--- config.mk ---
export PLATFORM = sky130hd
export DESIGN_NAME = pid_controller_clamped_flat
export DESIGN_NICKNAME = d
export VERILOG_FILES = /design/src/hdl/pidc_pkg.sv /design/src/hdl/pidc_if.sv /design/src/hdl/pid_controller_clamped.sv /design/src/flat_wrapper.sv
export SDC_FILE = /design/constraint.sdc
export NUM_CORES = 2
export LEC_CHECK = 0
export ABC_AREA = 1
export BUFFER_PORTS_ARGS = -buffer_cell sky130_fd_sc_hd__buf_2
export CAP_MARGIN = 20
export CORE_UTILIZATION = 47
export DETAILED_ROUTE_END_ITERATION = 16
export PLACE_DENSITY = 0.64
export SETUP_SLACK_MARGIN = 0.15
export SLEW_MARGIN = 20
export SYNTH_ARGS = -nofsm -noshare
export SYNTH_HDL_FRONTEND = slang
export SYNTH_SLANG_ARGS = --single-unit
--- constraint.sdc ---
create_clock -name clk -period 7.3 [get_ports clk]
set_input_delay 0.365 -clock clk [delete_from_list [all_inputs] [get_ports clk]]
set_output_delay 0.365 -clock clk [all_outputs]
set_load 0.01 [all_outputs]
--- src/hdl/pidc_pkg.sv ---
// ----------------------------------------------------------------------------
// PID controller package
// Widths, codes, register map and sequencer states of the clamped PID block.
// ----------------------------------------------------------------------------
package pidc_pkg;

	localparam int DATA_W   = 16;
	localparam int INTEG_W  = 32;
	localparam int ADDR_W   = 5;
	localparam int PDATA_W  = 32;
	localparam int MUL_A_W  = 17;
	localparam int MUL_B_W  = 33;
	localparam int MUL_P_W  = MUL_A_W + MUL_B_W;
	localparam int ACC_W    = 48;
	localparam int DIV_BITS = 46;
	localparam int CNT_W    = $clog2(DIV_BITS);
	localparam int OUT_W    = ACC_W - 8;

	localparam logic [DATA_W-1:0] DT_MIN = 16'd17;
	localparam logic [DATA_W-1:0] DT_ONE = 16'd16384;

	typedef enum logic [1:0] {
		CLAMP_NONE  = 2'd0,
		CLAMP_UPPER = 2'd1,
		CLAMP_LOWER = 2'd2
	} clamp_status_t;

	typedef enum logic [2:0] {
		REG_KP    = 3'd0,
		REG_KI    = 3'd1,
		REG_KD    = 3'd2,
		REG_UPPER = 3'd3,
		REG_LOWER = 3'd4
	} reg_idx_t;

	typedef enum logic [2:0] {
		S_IDLE,
		S_MUL_I,
		S_INTEG,
		S_ACC_P,
		S_ACC_I,
		S_DIV_PREP,
		S_DIV,
		S_SUM
	} state_t;

endpackage

--- src/hdl/pidc_if.sv ---
// ----------------------------------------------------------------------------
// PID controller channels
// Valid/ready channels for error samples and for control results.
// ----------------------------------------------------------------------------
interface pidc_in_if;
	logic                                  valid;
	logic                                  ready;
	logic signed [pidc_pkg::DATA_W-1:0]    error_sample;
	logic        [pidc_pkg::DATA_W-1:0]    time_step;

	modport source (output valid, output error_sample, output time_step, input ready);
	modport sink   (input valid, input error_sample, input time_step, output ready);
endinterface

interface pidc_out_if;
	logic                                  valid;
	logic                                  ready;
	logic signed [pidc_pkg::DATA_W-1:0]    control_value;
	logic        [1:0]                     clamp_status;

	modport source (output valid, output control_value, output clamp_status, input ready);
	modport sink   (input valid, input control_value, input clamp_status, output ready);
endinterface

--- src/hdl/pid_controller_clamped.sv ---
// ----------------------------------------------------------------------------
// Clamped PID controller
// Fixed-point PID with saturating integral and output limits, one shared
// multiplier and a bit-serial divider for the derivative term.
// ----------------------------------------------------------------------------
// Usage:
// An item on the sample channel carries one error sample (signed Q8.8) and the
// time step (unsigned Q2.14). The block answers each item with one item on the
// result channel: the clamped output (signed Q8.8) and the clamp status.
// Gains and limits must be written over the APB port only while the block is
// idle; the block itself does not enforce this. An accepted item runs
// through the multiply and accumulate steps on the shared multiplier
// (S_MUL_I, S_INTEG, S_ACC_P, S_ACC_I) and the divider set-up, then 46 steps
// of the restoring divider that scales the derivative term by the time step,
// and a final add, round and clamp step, before a new item is accepted.
// sample.ready is high only while the sequencer is idle.
// The result sits in an output register; if it is still waiting when the next
// item finishes, that item holds in its last step until the receiver takes it.
// Reset clears the gains, sets the limits to the full range and clears the
// error integral and the previous error.
// ----------------------------------------------------------------------------
module pid_controller_clamped (
	input  logic                               clk,
	input  logic                               arst_n,
	pidc_in_if.sink                            sample,
	pidc_out_if.source                         result,
	input  logic                               psel,
	input  logic                               penable,
	input  logic                               pwrite,
	input  logic [pidc_pkg::ADDR_W-1:0]        paddr,
	input  logic [pidc_pkg::PDATA_W-1:0]       pwdata,
	output logic [pidc_pkg::PDATA_W-1:0]       prdata,
	output logic                               pready
);

	localparam logic signed [33:0] INTEG_MAX = 34'sh0_7FFF_FFFF;
	localparam logic signed [33:0] INTEG_MIN = -34'sh0_8000_0000;

	pidc_pkg::state_t state_q, state_d;

	logic signed [pidc_pkg::DATA_W-1:0]  kp_q, ki_q, kd_q, upper_q, lower_q;
	logic signed [pidc_pkg::DATA_W-1:0]  prev_q, e_q;
	logic        [pidc_pkg::DATA_W-1:0]  dt_q, dt_eff;
	logic signed [pidc_pkg::INTEG_W-1:0] integral_q, integ_sat;
	logic signed [33:0]                  integ_inc, integ_sum;

	logic signed [pidc_pkg::MUL_A_W-1:0] mul_a;
	logic signed [pidc_pkg::MUL_B_W-1:0] mul_b;
	logic signed [pidc_pkg::MUL_P_W-1:0] mul_p, prod_q;

	logic signed [pidc_pkg::ACC_W-1:0]   acc_q, i_term, num, num_mag, quo_sig, sum;
	logic        [pidc_pkg::DIV_BITS-1:0] quo_q;
	logic        [pidc_pkg::DATA_W-1:0]  rem_q;
	logic        [pidc_pkg::DATA_W:0]    trial;
	logic                                trial_ge;
	logic                                neg_q;
	logic        [pidc_pkg::CNT_W-1:0]   cnt_q;

	logic signed [pidc_pkg::OUT_W-1:0]   v;
	logic signed [pidc_pkg::DATA_W-1:0]  v_clamped;
	pidc_pkg::clamp_status_t             status;

	logic                                out_valid_q;
	logic signed [pidc_pkg::DATA_W-1:0]  out_value_q;
	pidc_pkg::clamp_status_t             out_status_q;
	logic                                sum_go;
	logic                                cfg_wr;
	pidc_pkg::reg_idx_t                  cfg_idx;

	// Configuration port.
	assign pready  = 1'b1;
	assign cfg_wr  = psel && penable && pwrite && pready;
	assign cfg_idx = pidc_pkg::reg_idx_t'(paddr[4:2]);

	always_comb begin
		case (cfg_idx)
			pidc_pkg::REG_KP:    prdata = 32'(kp_q);
			pidc_pkg::REG_KI:    prdata = 32'(ki_q);
			pidc_pkg::REG_KD:    prdata = 32'(kd_q);
			pidc_pkg::REG_UPPER: prdata = 32'(upper_q);
			pidc_pkg::REG_LOWER: prdata = 32'(lower_q);
			default:             prdata = '0;
		endcase
	end

	always_ff @(posedge clk or negedge arst_n) begin
		if (!arst_n) begin
			kp_q    <= '0;
			ki_q    <= '0;
			kd_q    <= '0;
			upper_q <= 16'sh7FFF;
			lower_q <= -16'sh8000;
		end else if (cfg_wr) begin
			case (cfg_idx)
				pidc_pkg::REG_KP:    kp_q    <= signed'(pwdata[15:0]);
				pidc_pkg::REG_KI:    ki_q    <= signed'(pwdata[15:0]);
				pidc_pkg::REG_KD:    kd_q    <= signed'(pwdata[15:0]);
				pidc_pkg::REG_UPPER: upper_q <= signed'(pwdata[15:0]);
				pidc_pkg::REG_LOWER: lower_q <= signed'(pwdata[15:0]);
				default: ;
			endcase
		end
	end

	// Shared multiplier.
	assign mul_p = mul_a * mul_b;

	// Combinational datapath.
	assign dt_eff    = (dt_q < pidc_pkg::DT_MIN) ? pidc_pkg::DT_ONE : dt_q;
	assign integ_inc = 34'((prod_q + 50'sd32) >>> 6);
	assign integ_sum = {{2{integral_q[31]}}, integral_q} + integ_inc;

	always_comb begin
		if (integ_sum > INTEG_MAX) begin
			integ_sat = 32'sh7FFF_FFFF;
		end else if (integ_sum < INTEG_MIN) begin
			integ_sat = -32'sh8000_0000;
		end else begin
			integ_sat = integ_sum[31:0];
		end
	end

	assign i_term   = 48'((prod_q + 50'sd128) >>> 8);
	assign num      = signed'({prod_q[33:0], 14'b0}) + signed'({33'b0, dt_eff[15:1]});
	assign num_mag  = num[47] ? ~num : num;
	assign trial    = {rem_q, quo_q[pidc_pkg::DIV_BITS-1]};
	assign trial_ge = trial >= {1'b0, dt_eff};
	assign quo_sig  = neg_q ? ~signed'({2'b0, quo_q}) : signed'({2'b0, quo_q});
	assign sum      = acc_q + quo_sig;
	assign v        = pidc_pkg::OUT_W'((sum + 48'sd128) >>> 8);

	always_comb begin
		if (v > pidc_pkg::OUT_W'(upper_q)) begin
			v_clamped = upper_q;
			status    = pidc_pkg::CLAMP_UPPER;
		end else if (v < pidc_pkg::OUT_W'(lower_q)) begin
			v_clamped = lower_q;
			status    = pidc_pkg::CLAMP_LOWER;
		end else begin
			v_clamped = v[15:0];
			status    = pidc_pkg::CLAMP_NONE;
		end
	end

	assign sum_go = (state_q == pidc_pkg::S_SUM) && (!out_valid_q || result.ready);

	// Next state.
	always_comb begin
		state_d = state_q;
		case (state_q)
			pidc_pkg::S_IDLE:     if (sample.valid) state_d = pidc_pkg::S_MUL_I;
			pidc_pkg::S_MUL_I:    state_d = pidc_pkg::S_INTEG;
			pidc_pkg::S_INTEG:    state_d = pidc_pkg::S_ACC_P;
			pidc_pkg::S_ACC_P:    state_d = pidc_pkg::S_ACC_I;
			pidc_pkg::S_ACC_I:    state_d = pidc_pkg::S_DIV_PREP;
			pidc_pkg::S_DIV_PREP: state_d = pidc_pkg::S_DIV;
			pidc_pkg::S_DIV:      if (cnt_q == '0) state_d = pidc_pkg::S_SUM;
			pidc_pkg::S_SUM:      if (sum_go) state_d = pidc_pkg::S_IDLE;
			default:              state_d = pidc_pkg::S_IDLE;
		endcase
	end

	// Sequencer outputs: input handshake and multiplier operands.
	always_comb begin
		sample.ready = 1'b0;
		mul_a        = '0;
		mul_b        = '0;
		case (state_q)
			pidc_pkg::S_IDLE: begin
				sample.ready = 1'b1;
			end
			pidc_pkg::S_MUL_I: begin
				mul_a = {e_q[15], e_q};
				mul_b = signed'({17'b0, dt_q});
			end
			pidc_pkg::S_INTEG: begin
				mul_a = {e_q[15], e_q};
				mul_b = {{17{kp_q[15]}}, kp_q};
			end
			pidc_pkg::S_ACC_P: begin
				mul_a = {ki_q[15], ki_q};
				mul_b = {integral_q[31], integral_q};
			end
			pidc_pkg::S_ACC_I: begin
				mul_a = {e_q[15], e_q} - {prev_q[15], prev_q};
				mul_b = {{17{kd_q[15]}}, kd_q};
			end
			default: ;
		endcase
	end

	// Control state.
	always_ff @(posedge clk or negedge arst_n) begin
		if (!arst_n) begin
			state_q     <= pidc_pkg::S_IDLE;
			cnt_q       <= '0;
			integral_q  <= '0;
			prev_q      <= '0;
			out_valid_q <= 1'b0;
		end else begin
			state_q <= state_d;
			if (state_q == pidc_pkg::S_INTEG) begin
				integral_q <= integ_sat;
			end
			if (state_q == pidc_pkg::S_ACC_I) begin
				prev_q <= e_q;
			end
			if (state_q == pidc_pkg::S_DIV_PREP) begin
				cnt_q <= pidc_pkg::CNT_W'(pidc_pkg::DIV_BITS - 1);
			end else if (state_q == pidc_pkg::S_DIV) begin
				cnt_q <= cnt_q - 1'b1;
			end
			if (sum_go) begin
				out_valid_q <= 1'b1;
			end else if (result.ready) begin
				out_valid_q <= 1'b0;
			end
		end
	end

	// Datapath registers.
	always_ff @(posedge clk) begin
		if (sample.valid && sample.ready) begin
			e_q  <= sample.error_sample;
			dt_q <= sample.time_step;
		end
		prod_q <= mul_p;
		case (state_q)
			pidc_pkg::S_ACC_P: acc_q <= prod_q[47:0];
			pidc_pkg::S_ACC_I: acc_q <= acc_q + i_term;
			pidc_pkg::S_DIV_PREP: begin
				neg_q <= num[47];
				quo_q <= num_mag[pidc_pkg::DIV_BITS-1:0];
				rem_q <= '0;
			end
			pidc_pkg::S_DIV: begin
				rem_q <= trial_ge ? 16'(trial - {1'b0, dt_eff}) : trial[15:0];
				quo_q <= {quo_q[pidc_pkg::DIV_BITS-2:0], trial_ge};
			end
			default: ;
		endcase
		if (sum_go) begin
			out_value_q  <= v_clamped;
			out_status_q <= status;
		end
	end

	assign result.valid         = out_valid_q;
	assign result.control_value = out_value_q;
	assign result.clamp_status  = out_status_q;

`ifndef SYNTH
	a_start: assert property (@(posedge clk) disable iff (!arst_n)
		sample.valid && sample.ready |=> state_q == pidc_pkg::S_MUL_I)
		else $error("Accepted item did not start the sequencer.");

	a_rem: assert property (@(posedge clk) disable iff (!arst_n)
		state_q == pidc_pkg::S_DIV |-> rem_q < dt_eff)
		else $error("Divider remainder is not below the divisor.");

	a_upper: assert property (@(posedge clk) disable iff (!arst_n)
		result.valid && result.clamp_status == pidc_pkg::CLAMP_UPPER
			|-> result.control_value == upper_q)
		else $error("Upper clamp status without the upper limit.");

	a_inside: assert property (@(posedge clk) disable iff (!arst_n)
		result.valid && result.clamp_status == pidc_pkg::CLAMP_NONE
			|-> result.control_value <= upper_q && result.control_value >= lower_q)
		else $error("Unclamped output lies outside the limits.");

	a_hold: assert property (@(posedge clk) disable iff (!arst_n)
		state_q == pidc_pkg::S_SUM && out_valid_q && !result.ready
			|=> state_q == pidc_pkg::S_SUM)
		else $error("Result register overwritten while stalled.");
`endif

endmodule

--- src/flat_wrapper.sv ---
// flat-port wrapper written by rule: the top's interface ports become plain ports
module pid_controller_clamped_flat 
  (clk, arst_n, psel, penable, pwrite, paddr, pwdata, prdata, pready, sample_valid, sample_error_sample, sample_time_step, sample_ready, result_valid, result_control_value, result_clamp_status, result_ready);
  pidc_in_if sample_i ();
  pidc_out_if result_i ();
  input  logic clk;
  input  logic arst_n;
  input  logic psel;
  input  logic penable;
  input  logic pwrite;
  input  logic [pidc_pkg::ADDR_W-1:0] paddr;
  input  logic [pidc_pkg::PDATA_W-1:0] pwdata;
  output logic [pidc_pkg::PDATA_W-1:0] prdata;
  output logic pready;
  input wire logic [$bits(sample_i.valid)-1:0] sample_valid;
  input wire logic [$bits(sample_i.error_sample)-1:0] sample_error_sample;
  input wire logic [$bits(sample_i.time_step)-1:0] sample_time_step;
  output wire logic [$bits(sample_i.ready)-1:0] sample_ready;
  output wire logic [$bits(result_i.valid)-1:0] result_valid;
  output wire logic [$bits(result_i.control_value)-1:0] result_control_value;
  output wire logic [$bits(result_i.clamp_status)-1:0] result_clamp_status;
  input wire logic [$bits(result_i.ready)-1:0] result_ready;
  assign sample_i.valid = sample_valid;
  assign sample_i.error_sample = sample_error_sample;
  assign sample_i.time_step = sample_time_step;
  assign sample_ready = sample_i.ready;
  assign result_valid = result_i.valid;
  assign result_control_value = result_i.control_value;
  assign result_clamp_status = result_i.clamp_status;
  assign result_i.ready = result_ready;
  pid_controller_clamped u_core (.clk(clk), .arst_n(arst_n), .sample(sample_i), .result(result_i), .psel(psel), .penable(penable), .pwrite(pwrite), .paddr(paddr), .pwdata(pwdata), .prdata(prdata), .pready(pready));
endmodule
Yosys cells after proc, flatten, opt, wreduce, memory -nomap -nowiden:

Index checks and enable logic that the tools add are counted.
Widths: inputs -> output; s select.

* add/sub/neg operators: 10
* $mul: 1
* divide/modulo/power cells: 0
* order comparisons: 6
* equality and inequality tests: 14
* shift operators: 0
* mux-type cells: 24
* bitwise gates (word level): 2
* reduce and logical (&&, ||, !) cells: 19

Operators by type and width (count)
* $pmux 32 s5: 1
* $pmux 33 s4: 1
* $pmux 48 s2: 1
* $pmux 46 s2: 1
* $mux 16: 4
* $mux 32: 2
* $pmux 17 s3: 1
* $add 50x9->50 const B: 1
* $mul 17x33->50: 1
* $add 48x16->48: 1
* $add 48x42->48: 1
* $add 48x48->48: 1
* $add 48x9->48 const B: 1
* $mux 48: 1
* $not 46->48: 1
* $mux 46: 1
* $not 46->46: 1
* $add 40x7->40 const B: 1
* $gt 40x16->1: 1
* $lt 40x16->1: 1
* $add 34x34->34: 1
* $gt 34x32->1 const B: 1
* $lt 34x32->1 const B: 1
* $pmux 16 s2: 1
* 24 further kinds: 48

* flip-flop bits (word level): 349
* latch bits: 0
* memory bits (writable): 0
* bits in read-only memories: 0
* input bits: 76
* output and inout port bits: 53
* logic and storage cells: 95
* memories: 0

Depth between registers and ports, before layout:

* depth in word-level cells: 7
* depth in mapped cells: 43
* mapped depth without buffers: 43

Worst setup path before layout:

OpenSTA, ideal clock, no wires.

* path kind: reg2reg
* start: register u_core.e_q[0] (netlist bit)
* end: register u_core.prod_q[44] (netlist bit)
* setup time: 72 ps
* data arrival time: 7329 ps
* data required time: 7228 ps
* slack: -101 ps
* stages on the path, launching flop included: 38
* path buffers: 1
* clock period less this slack: 7401 ps
* path through: edfxtp_1 -> inv_1 -> ha_1 -> fa_1 -> inv_1 -> nand3_1 -> nand2_1 -> nand2_1 -> nand2_1 -> a21oi_1 -> o21ai_1 -> nand2_1 -> a31oi_1 -> o21ai_0 -> a21o_1 -> nand2_1 -> clkbuf_1 -> nand2_1 -> [... 2 more ...] -> fa_1 -> fa_1 -> fa_1 -> fa_1 -> inv_1 -> fa_1 -> inv_1 -> ha_1 -> nand2_1 -> nor2_1 -> inv_1 -> nor2_1 -> and3_1 -> a21oi_1 -> o21ai_0 -> nand3_1 -> o21ai_0 -> xor2_1

* cells in the longest elaborated chain, start to end: 3

RTL lines
* start: declaration: RTL line pid_controller_clamped.sv:42 `logic signed [pidc_pkg::DATA_W-1:0] prev_q, e_q;`
* start signal: assignment: RTL line pid_controller_clamped.sv:224 `e_q <= sample.error_sample;`
* $sub 16x16->17: RTL line pid_controller_clamped.sv:185 `mul_a = {e_q[15], e_q} - {prev_q[15], prev_q};`
* $pmux 17 s3 (*): RTL line pid_controller_clamped.sv:168 `case (state_q)`
* $mul 17x33->50 (*): RTL line pid_controller_clamped.sv:106 `assign mul_p = mul_a * mul_b;`
* net u_core.mul_p, one bit: RTL line pid_controller_clamped.sv:49 `logic signed [pidc_pkg::MUL_P_W-1:0] mul_p, prod_q;`
* end signal: assignment: RTL line pid_controller_clamped.sv:227 `prod_q <= mul_p;`
* end: declaration: RTL line pid_controller_clamped.sv:49

The timed path passes the listed nets; every way through them passes the cells marked *.
A chain may end at the register's enable or synchronous reset.

Worst setup path after layout:

* start: register u_core.prev_q[0] (netlist bit)
* end: register u_core.prod_q[43] (netlist bit)

* cells in the longest elaborated chain, start to end: 3

RTL lines
* start: declaration: RTL line pid_controller_clamped.sv:42
* start signal: assignment: RTL line pid_controller_clamped.sv:206 `prev_q <= e_q;`
* $sub 16x16->17: RTL line pid_controller_clamped.sv:185
* $pmux 17 s3: RTL line pid_controller_clamped.sv:168
* $mul 17x33->50: RTL line pid_controller_clamped.sv:106
* net u_core.mul_p, one bit: RTL line pid_controller_clamped.sv:49

The timed path passes the listed nets, and every way through them passes these cells.

==> flow_metrics.env <==
export IMPL_num_nets_final=7599
export IMPL_power_leakage_nw=28.4
export IMPL_grt_pass1_vias=43900
export IMPL_fp_row_count=116
export IMPL_violations="negative setup slack"
export IMPL_async_reset_ff_share_pct=39.5
export IMPL_fin_crit_sh_pct=105
export IMPL_layout_drive_gt1_share_pct=17.6
export IMPL_antenna_found_initial=0
export IMPL_io_pins=129
export IMPL_critPathSlowestCell="fa_1"
export IMPL_yosysSeqAreaShare_pct=19.7
export IMPL_setup_worst_path_start_class="register"
export IMPL_core_mm2=0.0999
export IMPL_layout_commonest_cell="nand2_1"
export IMPL_finalMaxSlewViolations=0
export IMPL_path_class="reg -> reg"
export IMPL_synthFlopType="edfxtp_1"
export IMPL_post_drt_wl_per_cell_um=21.2
export IMPL_dp_cells=7724
export IMPL_initial_core_util_pct=47.4
export IMPL_cts_buffer_depth=3
export IMPL_multi_input_area_mm2=0.0348
export IMPL_final_cell_mix="nand2_1, inv_1, nor2_1"
export IMPL_skew_ns=0.0383
export IMPL_die_w_um=319
export IMPL_cp_max_fo=5
export IMPL_hold_viol=0
export IMPL_root_buffer="clkbuf_16"
export IMPL_vdd_drop_max_v=0.000206
export IMPL_setup_viol=29
export IMPL_syn_area_mm2=0.0473
export IMPL_wl_um=168000
export IMPL_worstSetupEndpointType="register"
export IMPL_fp_dieH_um=319
export IMPL_status="finished with violations"
export IMPL_grt_total_usage_pct=32.8
export IMPL_synth_area_per_cell_um2=7.79
export IMPL_drt_pass1_iter_count=5
export IMPL_fin_cells=7917
export IMPL_ys_ff_latch=349
export IMPL_dieArea_mm2=0.102
export IMPL_syn_num_nets=7084
export IMPL_cap_viol_max_count=0
export IMPL_h_tree_depth=2
export IMPL_fillers=9295
export IMPL_dp_hpwl_um=137000
export IMPL_power_mw=8.13
export IMPL_worst_slew_pin_slew_ns=1.03
export IMPL_timing_fmax_mhz=130
export IMPL_cp_top_family="adder cells"
export IMPL_p_per_area_mw_per_mm2=142
export IMPL_vias_per_cell=5.45
export IMPL_synth_cell_type_count=64
export IMPL_rsz0062_at_grt="true"
export IMPL_syn_inst=6070
export IMPL_cp_required_ns=7.82
export IMPL_slew_headroom_pct=31.5
export IMPL_via_count=43100
export IMPL_synth_edff_count=161
export IMPL_path_clk_slew_ns=0.07
export IMPL_drc=0
export IMPL_grt_pass1_wl_um=256000
export IMPL_synth_top_area_share_pct=22.4
export IMPL_critical_path_buf_inv_count=11
export IMPL_portBuffers=109
export IMPL_fin_crit_ns=7.69
export IMPL_globalplace_congestion=0.991
export IMPL_synth_warnings=0
export IMPL_cts_sinks=349
export IMPL_area_delta_synth_final_pct=21.2
export IMPL_drtAntennaViolNets=0
export IMPL_hold_class="in -> reg"
export IMPL_clk_latency_ns=0.62
export IMPL_grt_max_degree=87
export IMPL_yosysTopAreaCell="fa_1"
export IMPL_cp_common_cell="fa_1"
export IMPL_synthTopCellsByArea="fa_1, ha_1, edfxtp_1"
export IMPL_arrival_ns=8.22
export IMPL_drtIter0Drc=3590
export IMPL_grt_overflow_total=0
export IMPL_slowest_delay_ns=0.58
export IMPL_cts_tree="done"
export IMPL_regArea_mm2=0.00931
export IMPL_setup_ws_ns=-0.392
export IMPL_numCtsBuffers=42
export IMPL_finalSetupTns_ns=-7.27
==> state kept, by name, summed over array words and instances (netlist names), 32 cells and up <==
name / flops
u_core.prod_q: 50
u_core.acc_q: 48
u_core.quo_q: 46
u_core.integral_q: 32
==> path summary, 6_finish.rpt <==
| kind | start | endpoint | slack (ns) | cells past startpoint |
|---|---|---|---|---|
| hold reg to reg | u_core.lower_q[8]$_DFFE_PN0P_ | u_core.lower_q[8]$_DFFE_PN0P_ | 0.49 | 2 |
| max in group asynchronous | arst_n | u_core.integral_q[28]$_DFFE_PN0N_ | 5.56 | 3 |
| setup reg to reg | u_core.prev_q[0]$_DFFE_PN0P_ | u_core.prod_q[43]$_DFF_P_ | -0.39 | 41 |
| setup / recovery | u_core.prev_q[0]$_DFFE_PN0P_ | u_core.prod_q[43]$_DFF_P_ | -0.39 | 41 |
| min in group asynchronous | arst_n | u_core.cnt_q[4]$_DFFE_PN0P_ | 0.37 | 2 |
| hold / removal | result_ready | u_core.result.valid$_DFFE_PN0P_ | 0.04 | 4 |
==> worst reg2reg max path, delay by kind of cell (launching register included) <==
family / cells / cell delay, ns
adder cells (fa/ha/maj): 9 / 3.99
AND/OR/NAND/NOR: 15 / 1.19
buffers and inverters: 11 / 1.02
AO/OA/AOI/OAI: 5 / 0.81
flip-flops: 1 / 0.41
XOR/XNOR: 1 / 0.17
==> power breakdown <==
| part | switching, mW | total [mW] | internal, mW |
|---|---|---|---|
| combinational | 2.05 | 3.26 | 1.21 |
| clock | 0.952 | 2.32 | 1.37 |
| sequential | 0.182 | 2.55 | 2.37 |
| total | 3.19 | 8.13 | 4.94 |
==> per-stage QoR <==
stage                     area [um^2]  hold WS [ns]  worst slack (ns)  util, %
final                           57400        0.0354            -0.392     57.4
after global routing            57400        0.0544            -0.698     57.4
after CTS                       56100        0.0113            -0.316     56.2
after detailed placement        52600         0.473            -0.764     52.7
after global placement          52600         0.467            -0.716     52.7
after floorplan                 47400        0.0694            0.0775        -
==> kinds of logic (layout without fill, tap and decap cells) <==
family / count (synthesis) / count (layout) / synth area share (%)
AND/OR/NAND/NOR: 2095 / 2095 / 18.0
adder cells (fa/ha/maj): 938 / 938 / 33.2
flip-flops: 349 / 349 / 19.7
buffers and inverters: 1349 / 1897 / 11.0
AO/OA/AOI/OAI: 1008 / 1008 / 12.0
multiplexers: 4 / 4 / 0.0926
XOR/XNOR: 326 / 326 / 6.04
other: 1 / 2 / 0.00793
==> layout make-up <==
type / instances / share of cell area (%)
clock buffers: 51 / 1.96
inverters: 1158 / 7.62
flip-flops and latches: 349 / 16.2
clock inverters: 26 / 0.663
repair buffers: 662 / 10.1
well taps: 1298 / 2.83
multi-input cells: 4372 / 60.6
diodes: 1 / 0.00436
==> what timing repair did <==
| item | in CTS | in global routing |
|---|---|---|
| gates resized for setup | 337 | 209 |
| hold buffers | 33 | 0 |
| setup buffers | 33 | 39 |
| setup endpoints to repair | 34 | 35 |
| hold endpoints to repair | 104 | 0 |
| pin swaps | 128 | 177 |
| cloned | 4 | 6 |
==> synth_stat cells (4+ instances only) <==
cell,number
a211oi_1,8
a21boi_0,8
a21o_1,16
a21oi_1,371
a21oi_2,4
a21oi_4,8
a221oi_1,21
a22o_1,11
a22oi_1,13
a31oi_1,46
and2_1,4
and3_1,5
buf_1,8
buf_2,26
buf_4,19
clkbuf_1,136
clkinv_1,8
dfrtp_1,122
dfstp_2,16
dfxtp_1,50
edfxtp_1,161
fa_1,530
ha_1,408
inv_1,1132
inv_2,18
nand2_1,1161
nand3_1,160
nand3b_1,6
nand4_1,43
nor2_1,590
nor3_1,69
nor4_1,26
o2111ai_1,5
o211ai_1,12
o21a_1,27
o21ai_0,361
o21ai_1,36
o21bai_1,14
o221ai_1,4
o22ai_1,25
o31ai_1,10
or2_2,15
xnor2_1,84
xor2_1,242
==> routing by layer <==
metal | share of wire [%] | GRT usage (%) | vias up
met5 | 0 | 0 | -
met4 | 4.9 | 14.0 | 0
met3 | 5.9 | 3.51 | 327
met2 | 48 | 55.7 | 1446
met1 | 41 | 42.4 | 21100
li1 | - | - | 20200
No activity file was read; power rests on OpenSTA's default activity.
